--- src/rtl/fqks_pkg.sv ---
// ----------------------------------------------------------------------------
// fqks_pkg
// Shared types and constants of the record queue with key search.
// ----------------------------------------------------------------------------
package fqks_pkg;

  localparam int CodeW = 31;
  localparam int WordW = 32;
  localparam int OccW  = 5;
  localparam int CmdW  = 2;
  localparam int RecW  = CodeW + 2 * WordW;

  typedef enum logic [CmdW-1:0] {
    CMD_ENQ    = 2'd0,
    CMD_DEQ    = 2'd1,
    CMD_SEARCH = 2'd2
  } cmd_e;

  typedef enum logic [1:0] {
    ST_OK        = 2'd0,
    ST_EMPTY     = 2'd1,
    ST_FULL      = 2'd2,
    ST_NOT_FOUND = 2'd3
  } status_e;

  typedef enum logic [1:0] {
    RES_ZERO,
    RES_RDATA,
    RES_MATCH
  } res_src_e;

  typedef enum logic [1:0] {
    S_IDLE,
    S_DECODE,
    S_DEQ,
    S_SCAN
  } state_e;

  typedef struct packed {
    logic     load;
    logic     push;
    logic     pop;
    logic     rd_head;
    logic     scan_start;
    logic     scan_step;
    logic     cmp_en;
    logic     finish;
    status_e  fin_status;
    res_src_e res_src;
  } ctrl_cmd_t;

  typedef struct packed {
    logic [CmdW-1:0] cmd;
    logic            full;
    logic            empty;
    logic            scan_more;
    logic            match;
    logic            hit_seen;
  } dp_stat_t;

endpackage

--- src/rtl/fqks_ctrl.sv ---
// ----------------------------------------------------------------------------
// fqks_ctrl
// Sequencer: decodes the latched command and steps the datapath through
// push, pop or the linear key scan.
// ----------------------------------------------------------------------------
module fqks_ctrl import fqks_pkg::*; (
  input  logic      clk_i,
  input  logic      rst_ni,
  input  logic      start,
  output logic      busy,
  input  dp_stat_t  stat_i,
  output ctrl_cmd_t cmd_o
);

  state_e state_q, state_d;

  always_ff @(posedge clk_i or negedge rst_ni) begin
    if (!rst_ni) begin
      state_q <= S_IDLE;
    end else begin
      state_q <= state_d;
    end
  end

  always_comb begin
    state_d           = state_q;
    cmd_o.load        = 1'b0;
    cmd_o.push        = 1'b0;
    cmd_o.pop         = 1'b0;
    cmd_o.rd_head     = 1'b0;
    cmd_o.scan_start  = 1'b0;
    cmd_o.scan_step   = 1'b0;
    cmd_o.cmp_en      = 1'b0;
    cmd_o.finish      = 1'b0;
    cmd_o.fin_status  = ST_OK;
    cmd_o.res_src     = RES_ZERO;
    unique case (state_q)
      S_IDLE: begin
        if (start) begin
          cmd_o.load = 1'b1;
          state_d    = S_DECODE;
        end
      end
      S_DECODE: begin
        priority if (stat_i.cmd == CMD_ENQ) begin
          cmd_o.finish = 1'b1;
          if (stat_i.full) begin
            cmd_o.fin_status = ST_FULL;
          end else begin
            cmd_o.push = 1'b1;
          end
          state_d = S_IDLE;
        end else if (stat_i.cmd == CMD_DEQ) begin
          if (stat_i.empty) begin
            cmd_o.finish     = 1'b1;
            cmd_o.fin_status = ST_EMPTY;
            state_d          = S_IDLE;
          end else begin
            cmd_o.rd_head = 1'b1;
            state_d       = S_DEQ;
          end
        end else if (stat_i.cmd == CMD_SEARCH) begin
          if (stat_i.empty) begin
            cmd_o.finish     = 1'b1;
            cmd_o.fin_status = ST_NOT_FOUND;
            state_d          = S_IDLE;
          end else begin
            cmd_o.scan_start = 1'b1;
            state_d          = S_SCAN;
          end
        end else begin
          cmd_o.finish = 1'b1;
          state_d      = S_IDLE;
        end
      end
      S_DEQ: begin
        cmd_o.pop     = 1'b1;
        cmd_o.finish  = 1'b1;
        cmd_o.res_src = RES_RDATA;
        state_d       = S_IDLE;
      end
      S_SCAN: begin
        cmd_o.cmp_en = 1'b1;
        if (stat_i.scan_more) begin
          cmd_o.scan_step = 1'b1;
        end else begin
          cmd_o.finish     = 1'b1;
          cmd_o.res_src    = RES_MATCH;
          cmd_o.fin_status = (stat_i.match || stat_i.hit_seen) ? ST_OK : ST_NOT_FOUND;
          state_d          = S_IDLE;
        end
      end
      default: begin
        state_d = S_IDLE;
      end
    endcase
  end

  assign busy = (state_q != S_IDLE);

endmodule

--- src/rtl/fqks_dpath.sv ---
// ----------------------------------------------------------------------------
// fqks_dpath
// Record ring buffer, pointers, occupancy count, scan index and the
// registered result.
// ----------------------------------------------------------------------------
module fqks_dpath import fqks_pkg::*; #(
  parameter int DEPTH = 16
) (
  input  logic                    clk_i,
  input  logic                    rst_ni,
  input  ctrl_cmd_t               cmd_i,
  output dp_stat_t                stat_o,
  input  logic [CmdW-1:0]         cmd_in_i,
  input  logic [CodeW-1:0]        key_code_i,
  input  logic signed [WordW-1:0] in_quantity_i,
  input  logic signed [WordW-1:0] in_price_i,
  output logic                    done_o,
  output logic [1:0]              status_o,
  output logic [CodeW-1:0]        out_code_o,
  output logic signed [WordW-1:0] out_quantity_o,
  output logic signed [WordW-1:0] out_price_o,
  output logic [OccW-1:0]         occupancy_o
);

  localparam int AW = (DEPTH > 1) ? $clog2(DEPTH) : 1;
  localparam int CW = $clog2(DEPTH + 1);

  logic [RecW-1:0]  mem_q [DEPTH];
  logic [RecW-1:0]  rd_q;
  logic [RecW-1:0]  mrec_q;
  logic             hit_q;
  logic [CmdW-1:0]  cmd_q;
  logic [CodeW-1:0] key_q;
  logic [WordW-1:0] qty_q;
  logic [WordW-1:0] price_q;
  logic [AW-1:0]    head_q, head_d;
  logic [AW-1:0]    tail_q, tail_d;
  logic [AW-1:0]    scan_idx_q;
  logic [CW-1:0]    count_q, count_d;
  logic [CW-1:0]    issued_q;
  logic             done_q;
  logic [1:0]       status_q;
  logic [RecW-1:0]  res_q, res_d;
  logic [OccW-1:0]  occ_q;
  logic [CW+OccW-1:0] occ_ext;
  logic             rd_en;
  logic [AW-1:0]    rd_addr;
  logic             match_now;

  function automatic logic [AW-1:0] next_idx(input logic [AW-1:0] i);
    logic [AW-1:0] r;
    if (i == AW'(DEPTH - 1)) begin
      r = '0;
    end else begin
      r = i + AW'(1);
    end
    return r;
  endfunction

  // input latch
  always_ff @(posedge clk_i) begin
    if (cmd_i.load) begin
      cmd_q   <= cmd_in_i;
      key_q   <= key_code_i;
      qty_q   <= in_quantity_i;
      price_q <= in_price_i;
    end
  end

  // record memory
  always_ff @(posedge clk_i) begin
    if (cmd_i.push) begin
      mem_q[tail_q] <= {key_q, qty_q, price_q};
    end
  end

  assign rd_en   = cmd_i.rd_head || cmd_i.scan_start || cmd_i.scan_step;
  assign rd_addr = cmd_i.scan_step ? scan_idx_q : head_q;

  always_ff @(posedge clk_i) begin
    if (rd_en) begin
      rd_q <= mem_q[rd_addr];
    end
  end

  assign match_now = (rd_q[RecW-1 -: CodeW] == key_q);

  // pointers and count
  always_comb begin
    head_d = cmd_i.pop  ? next_idx(head_q) : head_q;
    tail_d = cmd_i.push ? next_idx(tail_q) : tail_q;
    unique case ({cmd_i.push, cmd_i.pop})
      2'b10:   count_d = count_q + CW'(1);
      2'b01:   count_d = count_q - CW'(1);
      default: count_d = count_q;
    endcase
  end

  always_ff @(posedge clk_i or negedge rst_ni) begin
    if (!rst_ni) begin
      head_q     <= '0;
      tail_q     <= '0;
      count_q    <= '0;
      scan_idx_q <= '0;
      issued_q   <= '0;
      hit_q      <= 1'b0;
      done_q     <= 1'b0;
    end else begin
      head_q  <= head_d;
      tail_q  <= tail_d;
      count_q <= count_d;
      done_q  <= cmd_i.finish;
      if (cmd_i.scan_start) begin
        scan_idx_q <= next_idx(head_q);
        issued_q   <= CW'(1);
      end else if (cmd_i.scan_step) begin
        scan_idx_q <= next_idx(scan_idx_q);
        issued_q   <= issued_q + CW'(1);
      end
      if (cmd_i.scan_start) begin
        hit_q <= 1'b0;
      end else if (cmd_i.cmp_en && match_now) begin
        hit_q <= 1'b1;
      end
    end
  end

  always_ff @(posedge clk_i) begin
    if (cmd_i.cmp_en && match_now) begin
      mrec_q <= rd_q;
    end
  end

  // result register
  assign occ_ext = {{OccW{1'b0}}, count_d};

  always_comb begin
    unique case (cmd_i.res_src)
      RES_RDATA: res_d = rd_q;
      RES_MATCH: res_d = match_now ? rd_q : (hit_q ? mrec_q : '0);
      default:   res_d = '0;
    endcase
  end

  always_ff @(posedge clk_i) begin
    if (cmd_i.finish) begin
      status_q <= cmd_i.fin_status;
      res_q    <= res_d;
      occ_q    <= occ_ext[OccW-1:0];
    end
  end

  assign done_o         = done_q;
  assign status_o       = status_q;
  assign out_code_o     = res_q[RecW-1 -: CodeW];
  assign out_quantity_o = $signed(res_q[2*WordW-1 -: WordW]);
  assign out_price_o    = $signed(res_q[WordW-1:0]);
  assign occupancy_o    = occ_q;

  assign stat_o.cmd       = cmd_q;
  assign stat_o.full      = (count_q == CW'(DEPTH));
  assign stat_o.empty     = (count_q == '0);
  assign stat_o.scan_more = (issued_q < count_q);
  assign stat_o.match     = match_now;
  assign stat_o.hit_seen  = hit_q;

  a_count_range: assert property (@(posedge clk_i) disable iff (!rst_ni)
    count_q <= CW'(DEPTH))
    else $error("occupancy above depth");

  a_no_push_full: assert property (@(posedge clk_i) disable iff (!rst_ni)
    cmd_i.push |-> (count_q != CW'(DEPTH)))
    else $error("push into full ring");

  a_no_pop_empty: assert property (@(posedge clk_i) disable iff (!rst_ni)
    cmd_i.pop |-> (count_q != '0))
    else $error("pop from empty ring");

  a_empty_ptrs: assert property (@(posedge clk_i) disable iff (!rst_ni)
    (count_q == '0) |-> (head_q == tail_q))
    else $error("pointers differ on empty ring");

endmodule

--- src/rtl/fifo_queue_with_key_search.sv ---
// ----------------------------------------------------------------------------
// fifo_queue_with_key_search
// Bounded record FIFO (code, quantity, price) with a search by code.
// ----------------------------------------------------------------------------
// A transaction is taken at a clock edge with start high and busy low; cmd_i
// selects enqueue, dequeue or search, and key_code_i, in_quantity_i and
// in_price_i carry the record or the search key. Each transaction returns
// exactly one result: done_o is high for one cycle with status_o, the record
// fields and occupancy_o (records held afterwards). The receiver cannot stall.
// The search length is set by the single read port of the record memory, one
// entry per cycle, oldest to newest; the newest match is returned.
// done_o is high in the first cycle with busy low again, so the result and
// the next transaction are taken at the same edge.
// Reset empties the queue (pointers and count cleared); the record memory is
// not cleared and needs no clearing pass since only written entries are read.
// ----------------------------------------------------------------------------
module fifo_queue_with_key_search import fqks_pkg::*; #(
  parameter int DEPTH = 16
) (
  input  logic                    clk_i,
  input  logic                    rst_ni,
  input  logic                    start,
  output logic                    busy,
  input  logic [CmdW-1:0]         cmd_i,
  input  logic [CodeW-1:0]        key_code_i,
  input  logic signed [WordW-1:0] in_quantity_i,
  input  logic signed [WordW-1:0] in_price_i,
  output logic                    done_o,
  output logic [1:0]              status_o,
  output logic [CodeW-1:0]        out_code_o,
  output logic signed [WordW-1:0] out_quantity_o,
  output logic signed [WordW-1:0] out_price_o,
  output logic [OccW-1:0]         occupancy_o
);

  ctrl_cmd_t ctrl_cmd;
  dp_stat_t  dp_stat;

  fqks_ctrl u_ctrl (
    .clk_i  (clk_i),
    .rst_ni (rst_ni),
    .start  (start),
    .busy   (busy),
    .stat_i (dp_stat),
    .cmd_o  (ctrl_cmd)
  );

  fqks_dpath #(
    .DEPTH (DEPTH)
  ) u_dpath (
    .clk_i          (clk_i),
    .rst_ni         (rst_ni),
    .cmd_i          (ctrl_cmd),
    .stat_o         (dp_stat),
    .cmd_in_i       (cmd_i),
    .key_code_i     (key_code_i),
    .in_quantity_i  (in_quantity_i),
    .in_price_i     (in_price_i),
    .done_o         (done_o),
    .status_o       (status_o),
    .out_code_o     (out_code_o),
    .out_quantity_o (out_quantity_o),
    .out_price_o    (out_price_o),
    .occupancy_o    (occupancy_o)
  );

endmodule

--- config.mk ---
export PLATFORM = sky130hd
export DESIGN_NAME = fifo_queue_with_key_search
export DESIGN_NICKNAME = d
export VERILOG_FILES = /design/src/rtl/fqks_pkg.sv /design/src/rtl/fqks_ctrl.sv /design/src/rtl/fqks_dpath.sv /design/src/rtl/fifo_queue_with_key_search.sv
export SDC_FILE = /design/constraint.sdc
export NUM_CORES = 2
export LEC_CHECK = 0
export BUFFER_PORTS_ARGS = -buffer_cell sky130_fd_sc_hd__buf_2
export CAP_MARGIN = 10
export CORE_MARGIN = 3
export CORE_UTILIZATION = 56
export DETAILED_ROUTE_END_ITERATION = 6
export PLACE_DENSITY_LB_ADDON = 0.12
export SYNTH_ARGS = -nofsm -noshare
export SYNTH_HDL_FRONTEND = slang
export SYNTH_SLANG_ARGS = --single-unit
--- constraint.sdc ---
create_clock -name clk_i -period 8.3 [get_ports clk_i]
set_input_delay 0.415 -clock clk_i [delete_from_list [all_inputs] [get_ports clk_i]]
set_output_delay 0.415 -clock clk_i [all_outputs]
set_load 0.01 [all_outputs]
Word level (Yosys, flattened, before mapping):

Memories as Yosys holds them, arrays and structs flattened. A register that Yosys moved wholly into a read port is not among the register bits.
Cells that the tools add are included.

* equality and inequality tests: 16
* add/subtract/negate cells: 6
* multiplexer cells: 50
* reductions and logical operators: 11
* $lt $le $gt $ge: 1

Operators with widths (count)
* two-way mux 95 bit: 2
* one-hot mux 95 bit (2 select lines): 1
* equality test 31 bit: 1
* two-way mux 2 bit: 13
* two-way mux 4 bit: 6
* two-way mux 1 bit: 16
* two-way mux 5 bit: 3
* adder 4 x 1 -> 4 bit (second input constant): 3
* equality test 4 bit (second input constant): 3
* two-way mux 3 bit: 4
* adder 5 x 1 -> 5 bit (second input constant): 2
* equality test 2 bit (second input constant): 5
* one-hot mux 5 bit (2 select lines): 1
* equality test 2 x 1 -> 1 bit (second input constant): 4
* one-hot mux 2 bit (2 select lines): 2
* one-hot mux 2 bit (4 select lines): 1
* nonzero test 2 bit: 3
* equality test 5 bit (second input constant): 1
* zero test 5 bit: 1
* < comparator 5 bit: 1
* subtractor 5 x 1 -> 5 bit (second input constant): 1
* zero test 2 bit: 2
* != test 2 bit (second input constant): 2
* logical OR 1 bit: 3
* other kinds (3): 3

* output and inout bits: 104
* memories kept: 1
* logic and storage cells: 101
* input port bits: 100
* flip-flop bits (word level): 320
* bits in writable memories: 1520

Memories
* u_dpath.mem_q: words 16, bits a word 95, read ports 1, clocked after Yosys merged registers in 1, write ports 1, line fqks_dpath.sv:28 `logic [RecW-1:0] mem_q [DEPTH];`

Logic depth before layout (Yosys ltp):

* depth in word-level cells: 8
* gate-level depth with buffers: 13
* gate-level depth less buffers: 9

Cells and area by module:

A second synthesis with hierarchy kept.

* cells, all modules: 3334
* area total of the unflattened synthesis: 72777.3 µm²

By module, submodules not included
* fqks_dpath: instances 1, cells an instance 3307, seq. area each 57925.6 µm², area an instance 72544.6 µm²
* fqks_ctrl: instances 1, cells an instance 27, seq. area each 50.0 µm², area an instance 232.7 µm²

Worst setup path before layout:

No wires, ideal clock.

* path type: reg2reg
* start: reg u_dpath.count_q[4]
* end: reg u_dpath.done_q, in the netlist u_dpath.done_o
* setup time: 0.574 ns
* stages on the path, launching flop included: 10
* path slack: -0.459 ns
* path buffers: 2
* data required time: 7.726 ns
* arrival: 8.184 ns
* clock period less this slack: 8.759 ns
* cell sequence: dfrtp_1 -> inv_1 -> ha_1 -> nand4_1 -> o22ai_1 -> or2_1 -> buf_2 -> buf_6 -> nand2_1 -> nor2_1

RTL lines
* from (decl): line fqks_dpath.sv:39 `logic [CW-1:0] count_q, count_d;`
* from (signal assigned): line fqks_dpath.sv:111 `count_q <= count_d;`
* to (signal assigned): line fqks_dpath.sv:112 `done_q <= cmd_i.finish;`
* to (decl): line fqks_dpath.sv:41 `logic done_q;`

Worst setup path in the final report:

* start: reg u_dpath.count_q[4]
* end: reg u_dpath.rd_q[77] (read register of u_dpath.mem_q) (data pin)

* word-level cells in the longest chain between the ends: 8
* elaborated cells on any way between the ends: 13
* those cells by class: order compare (1); mux (9); reduce/logical (3)

RTL lines
* zero test 5 bit: line fqks_dpath.sv:162 `assign stat_o.empty = (count_q == '0);`
* two-way mux 1 bit: line fqks_ctrl.sv:54, fqks_ctrl.sv:63
* two-way mux 1 bit: line fqks_ctrl.sv:62 `end else if (stat_i.cmd == CMD_SEARCH) begin`
* two-way mux 1 bit: line fqks_ctrl.sv:53 `end else if (stat_i.cmd == CMD_DEQ) begin`
* two-way mux 2 bit: line fqks_ctrl.sv:45 `priority if (stat_i.cmd == CMD_ENQ) begin`
* two-way mux 2 bit: line fqks_ctrl.sv:37 `unique case (state_q)`
* logical OR 1 bit (2 in series): line fqks_dpath.sv:77 `assign rd_en = cmd_i.rd_head || cmd_i.scan_start || cmd_i.scan_step;`
* to (decl): line fqks_dpath.sv:29 `logic [RecW-1:0] rd_q;`

Parallel ways exist; a longest one is shown, timed or not.
A chain may end at the register's enable or synchronous reset.

==> flow_summary.json <==
{
  "grt_use_met3": 0.0445,
  "dp_cells": 5869,
  "grt_overflow_total": 0,
  "antenna_found_initial": 6,
  "io_buffers": 203,
  "swShare": 0.320,
  "diodes": 0,
  "crit_chain": "inv_1 > ha_1 > nand4_1 > o22ai_1 > or2_1 > mux2_8 > nand2_4 > buf_4 > o22ai_1 > a211o_1",
  "synthArstFlopShare": 0.0134,
  "intPower_mw": 19.5,
  "vias": 40351,
  "dp_hpwl_um": 89200,
  "use_met1": 0.410,
  "hold_viol_final": 0,
  "netlist_instances": 4134,
  "syn_area_per_cell_um2": 17.7,
  "maxSlewViolCount": 0,
  "setup-tns-final_ns": 0,
  "grt_use_met2": 0.436,
  "cts_max_level": 4,
  "fin_nets": 4545,
  "layout-drive-gt1-share": 0.133,
  "routed_wl_um": 188000,
  "top_usage_layer": "met2",
  "multi_input_area_mm2": 0.0142,
  "cts_tree": "yes",
  "dr.pass1.iters": 6,
  "reg2reg_slack_ns": 3.10,
  "drc_errors": 0,
  "clock_path_buffers": 3,
  "timing.fmax_mhz": 192,
  "yosysWarnings": 0,
  "critPathMaxFanout": 53,
  "period_minus_slack_ns": 5.20,
  "timing.final.crit_share": 0.626,
  "drv_cap": 0,
  "ys_ff_latch": 1935,
  "min_path_type": "input pin to async pin",
  "grt_pass1_vias": 39227,
  "die_x_um": 367,
  "fin_hold_ws_ns": 0.165,
  "place.gp.congestion": 0.759,
  "status": "finished, final reports clean",
  "synth.area.top_cells": "edfxtp_1 (78%), mux2i_1 (5.3%), a211oi_1 (2.3%)",
  "cp-startpoint": "u_dpath.count_q[4]",
  "seqCellArea_mm2": 0.0580,
  "synth_cell_type_count": 46,
  "ant_nets": 0,
  "post_drt_wl_per_cell_um": 29.8,
  "num_rows": 131,
  "peakVddDrop_mv": 0.345,
  "finalSetupViolCount": 0,
  "pin_count": 204,
  "skew_ns": 0.0246,
  "synth_edf_count": 1909,
  "cts_setup_buffers": 0,
  "worstSetupPathType": "flip-flop to flip-flop",
  "numClockSinks": 1935,
  "power_frac_seq": 0.463,
  "rsz0062_at_grt": "false",
  "clk_pin_slew_ns": 0.06,
  "synth_top_area_share": 0.784,
  "crit_path_top_delay_cell": "or2_1",
  "relSlewSlack": 0.268,
  "synth_nets": 4249,
  "cts-buffers-inserted": 190,
  "rr_worst_depth": 10,
  "coreArea_mm2": 0.129,
  "p_sw_mw": 9.19,
  "worstPathArrival_ns": 5.75,
  "seq_area_frac_synth": 0.793,
  "root_buffer": "clkbuf_16",
  "mostFrequentLayoutCell": "edfxtp_1",
  "critPathRequiredTime_ns": 8.85,
  "start_kind": "flip-flop",
  "power_density_mw_per_mm2": 346,
  "drt_iter0_drc": 4695,
  "synth_area_mm2": 0.0731,
  "r2r_start": "u_dpath.count_q[4]",
  "p_leak_nw": 28.8,
  "tightestPinTransition_ns": 1.10,
  "viasPerCell": 6.40,
  "grt_max_degree": 162,
  "die_h_um": 367,
  "mostFrequentLayoutCells": "edfxtp_1 (1,909), mux2i_1 (382), nand2_1 (316)",
  "synth.largest_area_cell": "edfxtp_1",
  "path_buf_inv": 2,
  "r2r_end": "u_dpath.rd_q[77]",
  "die-area_mm2": 0.135,
  "clk_latency_ns": 0.82,
  "power_frac_comb": 0.256,
  "synthFlopType": "edfxtp_1",
  "cpMostUsedCell": "o22ai_1",
  "instances_no_fill": 6302,
  "fill_cells": 8957,
  "areaGrowthSynthToFinish_pct": 13.4,
  "grt_pass1_wl_um": 272000,
  "critPathCaptureType": "flip-flop",
  "critPathMaxStageDelay_ns": 0.91,
  "grt.total_usage": 0.277,
  "crit_family": "simple AND/OR/NAND/NOR gates",
  "clock_power_share": 0.282,
  "initial_core_util": 0.569
}
synth_stat cells (2+ instances only):
master    number
a211o_1       95
a211oi_1     228
a211oi_2      57
a21o_1         4
a21oi_1      102
a22o_1        96
a31oi_1       97
and2_1         3
and3_1       191
buf_1         20
buf_2         87
buf_4          6
buf_6         12
clkbuf_1     138
dfrtp_1       26
edfxtp_1    1909
ha_1          14
inv_1         11
mux2_2         2
mux2_4         4
mux2i_1      384
nand2_1      318
nand2_2        5
nand2b_1       7
nand3_1        6
nand4_1        9
nor2_1        28
nor3_1         7
nor3b_1        2
nor4_1         5
o21a_1         2
o21ai_0        8
o21ai_1        2
o22ai_1      193
or2_1          2
or3_1          2
xnor2_1       26
xor2_1        18
metrics by stage:
stage,util,power (mW),cell area [µm²],worst slack [ns]
floorplan,-,18.0,73100,0.566
global placement,0.593,20.7,76100,3.23
detailed placement,0.593,20.8,76100,3.13
CTS,0.645,28.8,82900,3.11
global route,0.645,29.8,82900,2.88
finish,0.645,28.7,82900,3.10
power groups by stage:
| stage | Clock (mW) | Sequential [mW] | Combinational (mW) |
|---|---|---|---|
| final | 8.08 | 13.3 | 7.34 |
| after global routing | 8.60 | 13.4 | 7.85 |
| after CTS | 8.18 | 13.3 | 7.39 |
| after detailed placement | 0 | 13.4 | 7.32 |
| after global placement | 0 | 13.4 | 7.25 |
| after floorplan | 0 | 13.2 | 4.79 |
what timing repair did:
item	4_1_cts	5_1_grt
endpoints found under the hold margin	123	0
gates resized for setup	0	0
hold buffers	98	0
logic make-up after synthesis:
group | Yosys count | synth area share
DFF | 1935 | 0.793
AOI/OAI and AO/OA | 888 | 0.0896
and+or+nand+nor | 586 | 0.0381
muxes | 392 | 0.0542
buffers and inverters | 274 | 0.0171
xor gates and xnor gates | 44 | 0.00527
adders and majority gates | 15 | 0.00267
per-layer routing:
metal / share of wire / wire length [µm]
met4: 0.018 / 3450
met3: 0.090 / 17000
met2: 0.47 / 88600
met5: 0 / 0
met1: 0.42 / 78900
final cells by class:
class	instances	share of cell area
clock buffers	240	0.0609
flip-flops and latches	1935	0.699
repair buffers	367	0.0334
multi-input cells	1925	0.171
inverters	11	0.000498
clock inverters	95	0.00890
well taps	1729	0.0261
worst reg2reg max path, cell delays in order, from the launching register on:
cell	delay, ns
dfrtp_1	0.43
inv_1	0.09
ha_1	0.32
nand4_1	0.10
o22ai_1	0.45
or2_1	0.91
mux2_8	0.69
nand2_4	0.84
buf_4	0.60
o22ai_1	0.21
a211o_1	0.31
how the worst max path moves through the flow:
stage	slack [ns]	end	depth (start not counted)
6_report	3.10	u_dpath.rd_q[77]	10
5_1_grt	2.88	u_dpath.rd_q[94]	10
4_1_cts	3.11	u_dpath.rd_q[77]	10
3_5_place_dp	3.13	u_dpath.rd_q[77]	10
3_3_place_gp	3.23	u_dpath.rd_q[87]	10
2_1_floorplan	0.57	u_dpath.done_o	9
flip-flops by register name, indices dropped and copies added, names as in the netlist, 4 cells and up:
register / count
u_dpath.mem_q: 1520
u_dpath.mrec_q: 95
u_dpath.rd_q: 95
u_dpath.res_q: 95
u_dpath.price_q: 32
u_dpath.qty_q: 32
u_dpath.key_q: 31
u_dpath.count_q: 5
u_dpath.issued_q: 5
u_dpath.occupancy_o: 5
u_dpath.head_q: 4
u_dpath.scan_idx_q: 4
u_dpath.tail_q: 4
(Power assumes the default switching activity.)
